==> src/rtl/cpmt_pkg.sv <==
package cpmt_pkg;

  // Table depth and derived index widths
  localparam int ENTRIES = 16;
  localparam int IDX_W   = (ENTRIES > 1) ? $clog2(ENTRIES) : 1;
  localparam int CNT_W   = $clog2(ENTRIES + 1);

  // Operation codes
  localparam logic OP_WRITE  = 1'b0;
  localparam logic OP_LOOKUP = 1'b1;

  // Address family codes
  localparam logic [1:0] FAM_EMPTY = 2'd0;
  localparam logic [1:0] FAM_V4    = 2'd1;
  localparam logic [1:0] FAM_V6    = 2'd2;

  // Longest legal prefix per family
  localparam logic [7:0] V4_MAX_PLEN = 8'd32;
  localparam logic [7:0] V6_MAX_PLEN = 8'd128;

  typedef struct packed {
    logic [1:0]  family;
    logic [7:0]  prefix;
    logic [63:0] addr_high;
    logic [63:0] addr_low;
  } entry_t;

  typedef struct packed {
    logic [1:0]  family;
    logic [63:0] addr_high;
    logic [63:0] addr_low;
  } qry_t;

endpackage

==> src/rtl/cpmt_req_if.sv <==
interface cpmt_req_if;
  logic        valid;
  logic        ready;
  logic        op;
  logic [3:0]  entry_index;
  logic [1:0]  family;
  logic [7:0]  prefix_len;
  logic [63:0] addr_high;
  logic [63:0] addr_low;

  modport source (
    output valid, op, entry_index, family, prefix_len, addr_high, addr_low,
    input  ready
  );
  modport sink (
    input  valid, op, entry_index, family, prefix_len, addr_high, addr_low,
    output ready
  );
endinterface

==> src/rtl/cpmt_rsp_if.sv <==
interface cpmt_rsp_if;
  logic valid;
  logic ready;
  logic hit;
  logic refused;

  modport source (
    output valid, hit, refused,
    input  ready
  );
  modport sink (
    input  valid, hit, refused,
    output ready
  );
endinterface

==> src/rtl/cpmt_table.sv <==
module cpmt_table (
  input  logic                          clk_i,
  input  logic                          rst_ni,
  input  logic                          wr_en_i,
  input  logic [cpmt_pkg::IDX_W-1:0]    wr_idx_i,
  input  cpmt_pkg::entry_t              wr_entry_i,
  input  logic                          rd_en_i,
  input  logic [cpmt_pkg::IDX_W-1:0]    rd_idx_i,
  output cpmt_pkg::entry_t              rd_entry_o
);
  import cpmt_pkg::*;

  entry_t               mem [ENTRIES];
  logic [ENTRIES-1:0]   valid_q;
  entry_t               rd_data_q;
  logic                 rd_valid_q;

  // Valid bits stand in for clearing the array at reset
  always_ff @(posedge clk_i or negedge rst_ni) begin
    if (!rst_ni) begin
      valid_q    <= '0;
      rd_valid_q <= 1'b0;
    end else begin
      if (wr_en_i) begin
        valid_q[wr_idx_i] <= 1'b1;
      end
      if (rd_en_i) begin
        rd_valid_q <= valid_q[rd_idx_i];
      end
    end
  end

  always_ff @(posedge clk_i) begin
    if (wr_en_i) begin
      mem[wr_idx_i] <= wr_entry_i;
    end
  end

  always_ff @(posedge clk_i) begin
    if (rd_en_i) begin
      rd_data_q <= mem[rd_idx_i];
    end
  end

  // An unwritten slot reads as empty
  assign rd_entry_o = rd_valid_q ? rd_data_q : '0;

endmodule

==> src/rtl/cpmt_match_unit.sv <==
module cpmt_match_unit (
  input  cpmt_pkg::entry_t entry_i,
  input  cpmt_pkg::qry_t   qry_i,
  output logic             match_o
);
  import cpmt_pkg::*;

  logic [31:0]  mask_v4;
  logic [127:0] mask_v6;
  logic [31:0]  diff_v4;
  logic [127:0] diff_v6;
  logic         same_fam;

  // Keep the upper prefix bits: mask is the complement of all-ones shifted right
  always_comb begin
    mask_v4  = (entry_i.prefix >= V4_MAX_PLEN) ? '1 : ~({32{1'b1}} >> entry_i.prefix);
    mask_v6  = (entry_i.prefix >= V6_MAX_PLEN) ? '1 : ~({128{1'b1}} >> entry_i.prefix);
    diff_v4  = entry_i.addr_low[31:0] ^ qry_i.addr_low[31:0];
    diff_v6  = {entry_i.addr_high, entry_i.addr_low} ^ {qry_i.addr_high, qry_i.addr_low};
    same_fam = (entry_i.family == qry_i.family);
    match_o  = same_fam &&
               (((qry_i.family == FAM_V4) && ((diff_v4 & mask_v4) == '0)) ||
                ((qry_i.family == FAM_V6) && ((diff_v6 & mask_v6) == '0)));
  end

endmodule

==> src/rtl/cidr_prefix_match_table_top.sv <==
// CIDR prefix table with membership check.
//
// Request channel req_i: op selects a write of one table slot or a lookup
// of an address. Response channel rsp_o carries exactly one transaction per
// request: hit for lookups, refused for writes whose prefix length exceeds
// the family limit (32 for IPv4, 128 for IPv6).
//
// The block handles one request at a time and is not ready while busy.
// A write stores the slot on the accepting edge and goes to ST_DONE; its
// response is loaded into the output register once that register is free.
// A lookup walks the table one slot per cycle through the single match unit
// in ST_SCAN, then passes ST_DRAIN for the last compare and ST_DONE, from
// which its response is loaded into the output register the same way.
// The block returns to idle as a response is loaded, so it takes no new
// request before the last one is finished, and is ready once it is loaded.
//
// Reset clears every slot to empty through per-slot valid bits; the block
// is ready as soon as reset is released. A new request may be accepted
// while the previous response still waits in the output register; when
// the receiver stalls, the finished result holds and further requests wait.
module cidr_prefix_match_table_top (
  input  logic       clk_i,
  input  logic       rst_ni,
  cpmt_req_if.sink   req_i,
  cpmt_rsp_if.source rsp_o
);
  import cpmt_pkg::*;

  typedef enum logic [3:0] {
    ST_IDLE  = 4'b0001,
    ST_SCAN  = 4'b0010,
    ST_DRAIN = 4'b0100,
    ST_DONE  = 4'b1000
  } state_e;

  state_e             state_q, state_d;
  logic [CNT_W-1:0]   cnt_q, cnt_d;
  qry_t               qry_q, qry_d;
  logic               cmp_vld_q, cmp_vld_d;
  logic               hit_q, hit_d;
  logic               refused_q, refused_d;
  logic               rsp_vld_q, rsp_vld_d;
  logic               rsp_hit_q, rsp_hit_d;
  logic               rsp_ref_q, rsp_ref_d;

  logic               req_acc;
  logic               too_long;
  logic               wr_en;
  entry_t             wr_entry;
  logic               rd_en;
  logic [IDX_W-1:0]   rd_idx;
  entry_t             rd_entry;
  logic               match;
  logic               rsp_load;

  assign req_i.ready = (state_q == ST_IDLE);
  assign req_acc     = req_i.valid && req_i.ready;

  // Refuse a prefix longer than the family allows
  assign too_long = ((req_i.family == FAM_V4) && (req_i.prefix_len > V4_MAX_PLEN)) ||
                    ((req_i.family == FAM_V6) && (req_i.prefix_len > V6_MAX_PLEN));

  // Write the slot straight from the request; out-of-range slots are dropped
  assign wr_en = req_acc && (req_i.op == OP_WRITE) && !too_long &&
                 (32'(req_i.entry_index) < ENTRIES);

  always_comb begin
    wr_entry = '0;
    case (req_i.family)
      FAM_V4: begin
        wr_entry.family   = FAM_V4;
        wr_entry.prefix   = req_i.prefix_len;
        wr_entry.addr_low = {32'd0, req_i.addr_low[31:0]};
      end
      FAM_V6: begin
        wr_entry.family    = FAM_V6;
        wr_entry.prefix    = req_i.prefix_len;
        wr_entry.addr_high = req_i.addr_high;
        wr_entry.addr_low  = req_i.addr_low;
      end
      default: begin
        wr_entry = '0;
      end
    endcase
  end

  assign rd_en  = (state_q == ST_SCAN);
  assign rd_idx = cnt_q[IDX_W-1:0];

  cpmt_table u_table (
    .clk_i      (clk_i),
    .rst_ni     (rst_ni),
    .wr_en_i    (wr_en),
    .wr_idx_i   (IDX_W'(req_i.entry_index)),
    .wr_entry_i (wr_entry),
    .rd_en_i    (rd_en),
    .rd_idx_i   (rd_idx),
    .rd_entry_o (rd_entry)
  );

  // One slot compared per cycle during the scan, on the registered table read
  cpmt_match_unit u_match (
    .entry_i (rd_entry),
    .qry_i   (qry_q),
    .match_o (match)
  );

  assign rsp_load = (state_q == ST_DONE) && (!rsp_vld_q || rsp_o.ready);

  always_comb begin
    state_d   = state_q;
    cnt_d     = cnt_q;
    qry_d     = qry_q;
    hit_d     = hit_q;
    refused_d = refused_q;
    cmp_vld_d = (state_q == ST_SCAN);

    // Accumulate the hit from the slot read last cycle
    if (cmp_vld_q && match) begin
      hit_d = 1'b1;
    end

    case (state_q)
      ST_IDLE: begin
        if (req_acc) begin
          hit_d     = 1'b0;
          qry_d     = '{family: req_i.family, addr_high: req_i.addr_high,
                        addr_low: req_i.addr_low};
          cnt_d     = '0;
          if (req_i.op == OP_WRITE) begin
            refused_d = too_long;
            state_d   = ST_DONE;
          end else begin
            refused_d = 1'b0;
            state_d   = ST_SCAN;
          end
        end
      end
      ST_SCAN: begin
        cnt_d = cnt_q + 1'b1;
        if (cnt_q == CNT_W'(ENTRIES - 1)) begin
          state_d = ST_DRAIN;
        end
      end
      ST_DRAIN: begin
        state_d = ST_DONE;
      end
      ST_DONE: begin
        if (rsp_load) begin
          state_d = ST_IDLE;
        end
      end
      default: begin
        state_d = ST_IDLE;
      end
    endcase
  end

  // Output register: hold until taken, reload once free
  always_comb begin
    rsp_vld_d = rsp_vld_q;
    rsp_hit_d = rsp_hit_q;
    rsp_ref_d = rsp_ref_q;
    if (rsp_vld_q && rsp_o.ready) begin
      rsp_vld_d = 1'b0;
    end
    if (rsp_load) begin
      rsp_vld_d = 1'b1;
      rsp_hit_d = hit_q;
      rsp_ref_d = refused_q;
    end
  end

  always_ff @(posedge clk_i or negedge rst_ni) begin
    if (!rst_ni) begin
      state_q   <= ST_IDLE;
      cnt_q     <= '0;
      cmp_vld_q <= 1'b0;
      rsp_vld_q <= 1'b0;
    end else begin
      state_q   <= state_d;
      cnt_q     <= cnt_d;
      cmp_vld_q <= cmp_vld_d;
      rsp_vld_q <= rsp_vld_d;
    end
  end

  always_ff @(posedge clk_i) begin
    qry_q     <= qry_d;
    hit_q     <= hit_d;
    refused_q <= refused_d;
    rsp_hit_q <= rsp_hit_d;
    rsp_ref_q <= rsp_ref_d;
  end

  assign rsp_o.valid   = rsp_vld_q;
  assign rsp_o.hit     = rsp_hit_q;
  assign rsp_o.refused = rsp_ref_q;

`ifndef NO_ASSERTIONS
  a_busy_after_accept : assert property (@(posedge clk_i) disable iff (!rst_ni)
    req_acc |=> !req_i.ready)
    else $error("block ready right after accepting a request");

  a_hit_xor_refused : assert property (@(posedge clk_i) disable iff (!rst_ni)
    rsp_o.valid |-> !(rsp_o.hit && rsp_o.refused))
    else $error("response flags both hit and refused");

  a_scan_in_range : assert property (@(posedge clk_i) disable iff (!rst_ni)
    (state_q == ST_SCAN) |-> (cnt_q < CNT_W'(ENTRIES)))
    else $error("scan counter beyond the table");

  a_write_no_scan : assert property (@(posedge clk_i) disable iff (!rst_ni)
    (req_acc && (req_i.op == OP_WRITE)) |=> (state_q == ST_DONE))
    else $error("write request did not go straight to response");
`endif

endmodule
==> src/flat_wrapper.sv <==
// flat-port wrapper written by rule: the top's interface ports become plain ports
module cidr_prefix_match_table_top_flat import cpmt_pkg::*;
  (clk_i, rst_ni, req_i_valid, req_i_op, req_i_entry_index, req_i_family, req_i_prefix_len, req_i_addr_high, req_i_addr_low, req_i_ready, rsp_o_valid, rsp_o_hit, rsp_o_refused, rsp_o_ready);
  cpmt_req_if req_i_i ();
  cpmt_rsp_if rsp_o_i ();
  input  logic clk_i;
  input  logic rst_ni;
  input wire logic [$bits(req_i_i.valid)-1:0] req_i_valid;
  input wire logic [$bits(req_i_i.op)-1:0] req_i_op;
  input wire logic [$bits(req_i_i.entry_index)-1:0] req_i_entry_index;
  input wire logic [$bits(req_i_i.family)-1:0] req_i_family;
  input wire logic [$bits(req_i_i.prefix_len)-1:0] req_i_prefix_len;
  input wire logic [$bits(req_i_i.addr_high)-1:0] req_i_addr_high;
  input wire logic [$bits(req_i_i.addr_low)-1:0] req_i_addr_low;
  output wire logic [$bits(req_i_i.ready)-1:0] req_i_ready;
  output wire logic [$bits(rsp_o_i.valid)-1:0] rsp_o_valid;
  output wire logic [$bits(rsp_o_i.hit)-1:0] rsp_o_hit;
  output wire logic [$bits(rsp_o_i.refused)-1:0] rsp_o_refused;
  input wire logic [$bits(rsp_o_i.ready)-1:0] rsp_o_ready;
  assign req_i_i.valid = req_i_valid;
  assign req_i_i.op = req_i_op;
  assign req_i_i.entry_index = req_i_entry_index;
  assign req_i_i.family = req_i_family;
  assign req_i_i.prefix_len = req_i_prefix_len;
  assign req_i_i.addr_high = req_i_addr_high;
  assign req_i_i.addr_low = req_i_addr_low;
  assign req_i_ready = req_i_i.ready;
  assign rsp_o_valid = rsp_o_i.valid;
  assign rsp_o_hit = rsp_o_i.hit;
  assign rsp_o_refused = rsp_o_i.refused;
  assign rsp_o_i.ready = rsp_o_ready;
  cidr_prefix_match_table_top u_core (.clk_i(clk_i), .rst_ni(rst_ni), .req_i(req_i_i), .rsp_o(rsp_o_i));
endmodule
==> config.mk <==
export PLATFORM = sky130hd
export DESIGN_NAME = cidr_prefix_match_table_top_flat
export DESIGN_NICKNAME = d
export VERILOG_FILES = /design/src/rtl/cpmt_pkg.sv /design/src/rtl/cpmt_req_if.sv /design/src/rtl/cpmt_rsp_if.sv /design/src/rtl/cpmt_table.sv /design/src/rtl/cpmt_match_unit.sv /design/src/rtl/cidr_prefix_match_table_top.sv /design/src/flat_wrapper.sv
export SDC_FILE = /design/constraint.sdc
export NUM_CORES = 2
export LEC_CHECK = 0
export BUFFER_PORTS_ARGS = -buffer_cell sky130_fd_sc_hd__buf_2
export CORE_MARGIN = 2
export CORE_UTILIZATION = 35
export CTS_CLUSTER_DIAMETER = 50
export DETAILED_ROUTE_END_ITERATION = 7
export SYNTH_ARGS = -nofsm -noshare
export SYNTH_HDL_FRONTEND = slang
export SYNTH_SLANG_ARGS = --single-unit
==> constraint.sdc <==
create_clock -name clk_i -period 19.6 [get_ports clk_i]
set_clock_uncertainty 0.15 [all_clocks]
set_input_delay 0.98 -clock clk_i [delete_from_list [all_inputs] [get_ports clk_i]]
set_output_delay 0.98 -clock clk_i [all_outputs]
set_load 0.1 [all_outputs]
[After elaboration in Yosys (flattened, before gate mapping)]
Memory sizes are Yosys's and may differ from the RTL's. A register that Yosys moved wholly into a read port is not among the register bits.
Index checks and enable logic that the tools add are counted.
Word-level totals
  register bits after elaboration: 162
  latch bits: 0
  bits in writable memories: 2208
  memory bits (read-only): 0
  input port bits: 147
  output and inout port bits: 4
  logic and storage cells: 93
  memories kept: 1
Memories
  u_core.u_table.mem: words 16, width 138, read ports 1, clocked after memory_dff 1, write ports 1, RTL line cpmt_table.sv:13  | entry_t mem [ENTRIES];
Cells by class
  add/sub/neg operators: 1
  multipliers: 0
  div/mod/pow operators: 0
  $lt $le $gt $ge: 7
  equality and inequality tests: 13
  shifts and indexed selects: 2
  muxes and demuxes: 24
  bitwise logic cells: 8
  reductions and logical operators: 24
Operator list (number)
  $mux 138: 1
  $and 128x128->128: 1
  $logic_not 128->1: 1
  $mux 128: 1
  $not 128->128: 1
  $pmux 64 s2: 1
  $shr 128x8->128 const A: 1
  $xor 128x128->128: 1
  $mux 64: 1
  $and 32x32->32: 1
  $logic_not 32->1: 1
  $mux 32: 1
  $not 32->32: 1
  $shr 32x8->32 const A: 1
  $xor 32x32->32: 1
  $pmux 10 s2: 1
  $mux 4: 4
  $or 16x16->16: 1
  $pmux 4 s4: 1
  $logic_and 1x1->1: 12
  $lt 4x5->1 const B: 2
  $pmux 5 s2: 1
  $mux 1: 9
  $ge 8x6->1 const B: 1
  24 further kinds: 32

[Logic depth before layout (Yosys ltp)]
  word-level depth: 13
  depth in mapped cells: 11
  gate-level depth less buffers: 8

[Hierarchy]
From an unflattened synthesis, not the netlist that was laid out.
Second synthesis, totals
  cell total of the unflattened synthesis: 4393
  area total of the unflattened synthesis: 97603.6 um^2
Modules (own cells, without submodules)
  cpmt_table: instances 1, cells an instance 3541, area each 88750.1 um^2, seq. area each 70873.0 um^2
  cidr_prefix_match_table_top: instances 1, cells an instance 354, area each 5555.3 um^2, seq. area each 4290.4 um^2
  cpmt_match_unit: instances 1, cells an instance 498, area each 3298.2 um^2, seq. area each 0.0 um^2

[Worst setup path before layout]
Ideal clock, no wire load.
  path type: register to register
  from: register u_core.state_q[0]
  to: memory u_core.u_table.mem[3][0] (netlist bit) (enable)
  library setup time: 0.808 ns
  data arrival time: 14.263 ns
  required time: 18.642 ns
  path slack: 4.379 ns
  stages on the path, launching flop included: 6
  buffers on the path: 0
  clock period less this slack: 15.221 ns
  cell sequence: dfstp_2 -> nor4b_1 -> nand2_1 -> nor2_1 -> nand4_1 -> nor3_1
Between the ends
  cells in the longest elaborated chain, start to end: 6
RTL lines
  start, declared: RTL line cidr_prefix_match_table_top.sv:36  | state_e state_q, state_d;
  start signal, assigned: RTL line cidr_prefix_match_table_top.sv:181  | state_q <= state_d;
  $eq 4x1->1: RTL line cidr_prefix_match_table_top.sv:56  | assign req_i.ready = (state_q == ST_IDLE);
  via req_i_ready: RTL line flat_wrapper.sv:15  | output wire logic [$bits(req_i_i.ready)-1:0] req_i_ready;
  $logic_and 1x1->1: RTL line cidr_prefix_match_table_top.sv:57  | assign req_acc = req_i.valid && req_i.ready;
  $logic_and 1x1->1 (2 in a row): RTL line cidr_prefix_match_table_top.sv:64  | assign wr_en = req_acc && (req_i.op == OP_WRITE) && !too_long &&
  $mux 1: RTL line cpmt_table.sv:34  | if (wr_en_i) begin
  $mux 1 (implied by the code): RTL line cpmt_table.sv:35  | mem[wr_idx_i] <= wr_entry_i;
  end, declared: RTL line cpmt_table.sv:13
The timed path passes the listed nets, and every way through them passes these cells.

==> reports/qor.csv <==
stage,metric,value,unit
outcome,status,finished clean,
placed_design,gp_congestion,0.9173,
timing,holdWs,0.03902,ns
timing,setup_viol,0,
timing,clock.fmax,173.0,MHz
critical_path,timing.critical_path.mode_cell,buf_4,
critical_path,crit_end,u_core.u_table.rd_data_q[14],
pwr,power.switching,3.728,mW
die,die_x,535.6,µm
synth,synthArstFlopShare,1.116,%
min_path,hp-class,input pin to asynchronous set/reset pin,
run,max_cap_viol_count,0,
synth,syn_area,98900,µm²
cts,cts_max_level,5,
pwr,seqPwrFrac,45.1,%
critical_path,cpPeakStageDelay,0.91,ns
grt,grt_pass1_wl,393100,µm
die,placementRows,195,
cts,cts-root-buf,clkbuf_16,
routing,wire_per_inst,28.75,µm
cts,post_cts_buffers,0,
critical_path,crit_fanout,52,
synth,synth-main-ff-cell,edfxtp_1,
timing,slew_headroom,17.96,%
routing,drtPass1Iterations,6,
cts,clock_path_buffers,4,
grt,busiest_layer,met2,
pwr,p_comb_share,16.4,%
synth,synthCells,5375,
pwr,pwr-share-clk,38.5,%
die,die_h,535.6,µm
critical_path,slowest_stage,dfrtp_4,
critical_path,path_delay_family,buffers and inverters,
grt,antenna_found_initial,35,
grt,grtUsageTotal,18.91,%
synth,synthSimpleGateAreaFrac,3.062,%
grt,grt_util_met2,30.35,%
synth,synthAdderAreaFrac,0.05061,%
critical_path,r2r_slack,13.82,ns
placed_design,portBuffers,150,
cts,clock_latency,0.93,ns
critical_path,path_buf_inv,4,
finish,nets,5797,
synth,yosysWarnings,0,
synth,yosysSeqAreaShare,76.00,%
synth,syn_area_per_cell,18.40,µm²
cts,clkTransAtPathRegs,0.06,ns
finish,syn_to_final_growth,15.04,%
routing,drc,0,
pwr,powerDensity,122.8,nW/µm²
critical_path,cp.depth,9,
synth,ys_types,84,
pwr,ir_drop,0.09283,mV
grt,grt_pass1_vias,53455,
synth,synth_top_family_by_area,multiplexers,
synth,synth_compound_area_share,6.285,%
critical_path,crit_type,register to register,
critical_path,start_kind,register,
grt,gr-total-overflow,0,
placed_design,dp_hpwl,154300,µm
routing,vias,53276,
cts,cts_tree,yes,
critical_path,arrival,6.27,ns
critical_path,worst_r2r_startpoint,u_core.cnt_q[0],
timing,tightest_slew,1.227,ns
timing,setup_tns,0,ns
timing,fin_crit_sh,29.49,%
grt,grt_max_degree,107,
die,initial_core_util,35.13,%
cts,cts_resized,0,
pwr,intPower,10.25,mW
critical_path,cp-end-kind,register,
grt,use_met1,26.14,%
timing,hold_viol,0,
critical_path,r2r_end,u_core.u_table.rd_data_q[14],
synth,synth_edf_count,2479,
pwr,swShare,26.67,%
routing,postRouteWirelength,276100,µm
timing,finalMaxSlewViolations,0,
die,coreArea,281600,µm²
die,ioPinCount,151,
critical_path,reg2reg_depth,9,
cts,clock-sinks,2508,
timing,layout_min_cycle_time,5.781,ns
finish,drive_gt1_share,19.65,%
timing,rsz0062_at_grt,false,
critical_path,cp-startpoint,u_core.cnt_q[0],
cts,cts_made_buffers,300,
routing,drt-initial-drc-count,6104,
grt,use_met3,3.158,%
routing,postRouteAntennaNets,0,
pwr,power.static_leakage,36.01,nW
critical_path,required,20.09,ns
routing,via_per_inst,5.547,
synth,synthXorXnorAreaFrac,1.169,%
synth,synth_nets,5526,
critical_path,path_cells,buf_4 > buf_4 > buf_4 > buf_4 > mux2_2 > o21ai_0 > a21oi_1 > a22oi_1 > nand2_1,
synth,synth_seq_cells,2508,
synth,muxShareOfSynthArea,12.16,%
die,dieArea,286800,µm²
cells in the mapped netlist, types with 7 or more instances:
cell / n / area [µm²]
o31ai_1: 10 / 75.07
dfrtp_1: 27 / 675.7
nor4_1: 10 / 62.56
o221ai_1: 7 / 61.31
mux2_2: 139 / 1565
or2_1: 8 / 50.05
and3_1: 9 / 56.30
edfxtp_1: 2479 / 74440
nor3_1: 18 / 90.09
nor2b_1: 8 / 50.05
nand4_1: 17 / 106.4
nor2_1: 67 / 251.5
a22oi_1: 147 / 1104
a21oi_1: 200 / 1001
mux4_2: 279 / 6284
buf_1: 37 / 138.9
xor2_1: 73 / 639.4
a31oi_1: 9 / 56.30
clkbuf_1: 194 / 728.2
a221oi_1: 139 / 1217
o2111ai_1: 9 / 78.83
xnor2_1: 59 / 516.8
inv_1: 15 / 56.30
o22ai_1: 12 / 75.07
nand2b_1: 7 / 43.79
nand3_1: 24 / 120.1
mux2i_1: 417 / 4174
buf_2: 60 / 300.3
a211oi_1: 11 / 82.58
or2_2: 14 / 87.58
nand2_1: 251 / 942.2
o21ai_0: 358 / 1792
a22o_1: 8 / 70.07
and2_1: 145 / 907.1
area by class of cell:
cell class	instances	area, µm²
timing repair buffer	264	1687
inverter	15	71.32
clock buffer	350	7928
tap	3743	4683
antenna	9	22.52
fill	25085	167800
sequential	2508	75180
multi-input combinational	2557	22630
clock inverter	159	1573
worst register-to-register path, stage by stage (launching register included):
cell     delay [ns]
dfrtp_4        0.91
buf_4          0.93
buf_4          0.86
buf_4          0.82
buf_4          0.80
mux2_2         0.50
o21ai_0        0.14
a21oi_1        0.08
a22oi_1        0.22
nand2_1        0.07
timing repair:
item,CTS,global route
hold endpoints to repair,7,0
setup endpoints to repair,0,0
hold buffers,7,0
routing by layer:
layer	part of all wire, %	up-vias	routed length (µm)
met4	3.2	20	8808
met1	42	28143	117000
met3	7.0	476	19280
li1	-	22369	-
met5	0.047	-	131
met2	47	2268	130900
logic make-up after synthesis:
logic type,count (synthesis)
adders and majority gates,4
muxes,835
AOI/OAI and AO/OA,979
buffers and inverters,310
xor gates and xnor gates,132
and+or+nand+nor,607
DFF,2508
cells in the final DEF (no fill, tap or decap), types with 11 or more instances in the layout:
| master | synthesis | layout |
|---|---|---|
| a211oi_1 | 11 | 11 |
| buf_4 | 2 | 102 |
| mux2_2 | 139 | 139 |
| or2_2 | 14 | 14 |
| clkbuf_16 | 0 | 310 |
| nor3_1 | 18 | 14 |
| nor2_1 | 67 | 54 |
| clkinv_2 | 0 | 36 |
| mux4_2 | 279 | 279 |
| clkinv_1 | 0 | 51 |
| o21ai_0 | 358 | 358 |
| nand4_1 | 17 | 17 |
| clkbuf_1 | 194 | 38 |
| mux2i_1 | 417 | 417 |
| nor2_4 | 0 | 13 |
| nand2_1 | 251 | 250 |
| o22ai_1 | 12 | 12 |
| xor2_1 | 73 | 73 |
| edfxtp_1 | 2479 | 2479 |
| buf_2 | 60 | 150 |
| dfrtp_1 | 27 | 22 |
| clkinvlp_4 | 0 | 17 |
| a221oi_1 | 139 | 139 |
| and2_1 | 145 | 144 |
| inv_6 | 0 | 12 |
| bufinv_16 | 0 | 26 |
| xnor2_1 | 59 | 59 |
| nand3_1 | 24 | 24 |
| inv_1 | 15 | 13 |
| a21oi_1 | 200 | 200 |
| a22oi_1 | 147 | 147 |
flip-flops by register name, summed over array words and instances (netlist names):
name / cells
u_core.rsp_o.valid: 1
u_core.rsp_o.refused: 1
u_core.cmp_vld_q: 1
u_core.u_table.rd_data_q: 138
u_core.cnt_q: 5
u_core.state_q: 4
u_core.refused_q: 1
u_core.rsp_o.hit: 1
u_core.u_table.mem: 2208
u_core.u_table.valid_q: 16
u_core.hit_q: 1
u_core.qry_q: 130
u_core.u_table.rd_valid_q: 1
power by group through the flow:
stage	logic, mW	clock network [mW]	registers [mW]
2_1_floorplan	1.56	0	6.35
6_report	2.30	5.38	6.30
3_3_place_gp	2.29	0	6.40
3_5_place_dp	2.30	0	6.41
5_1_grt	2.43	5.66	6.31
4_1_cts	2.31	5.47	6.30
metrics by stage:
stage	utilization, %	total power, mW	cell area, µm²	std cells	setup slack [ns]
2_1_floorplan	-	7.903	98900	5375	4.380
3_3_place_gp	37.00	8.694	104200	9080	13.41
3_5_place_dp	37.00	8.710	104200	9080	13.41
4_1_cts	40.40	14.08	113800	9596	13.72
5_1_grt	40.40	14.40	113800	9600	13.38
6_report	40.41	13.98	113800	9605	13.82
worst min path at each step:
stage	from	endpoint	slack, ns
floorplan	u_core.refused_q	u_core.rsp_o.refused	0.25
global placement	u_core.refused_q	u_core.rsp_o.refused	0.29
detailed placement	u_core.u_table.valid_q[0]	u_core.u_table.valid_q[0]	0.30
CTS	req_i_addr_high[46]	u_core.qry_q[110]	0.004
global route	req_i_addr_high[52]	u_core.qry_q[116]	0.03
finish	rst_ni	u_core.u_table.valid_q[8]	0.04
Power figures use the tool's default switching activity.
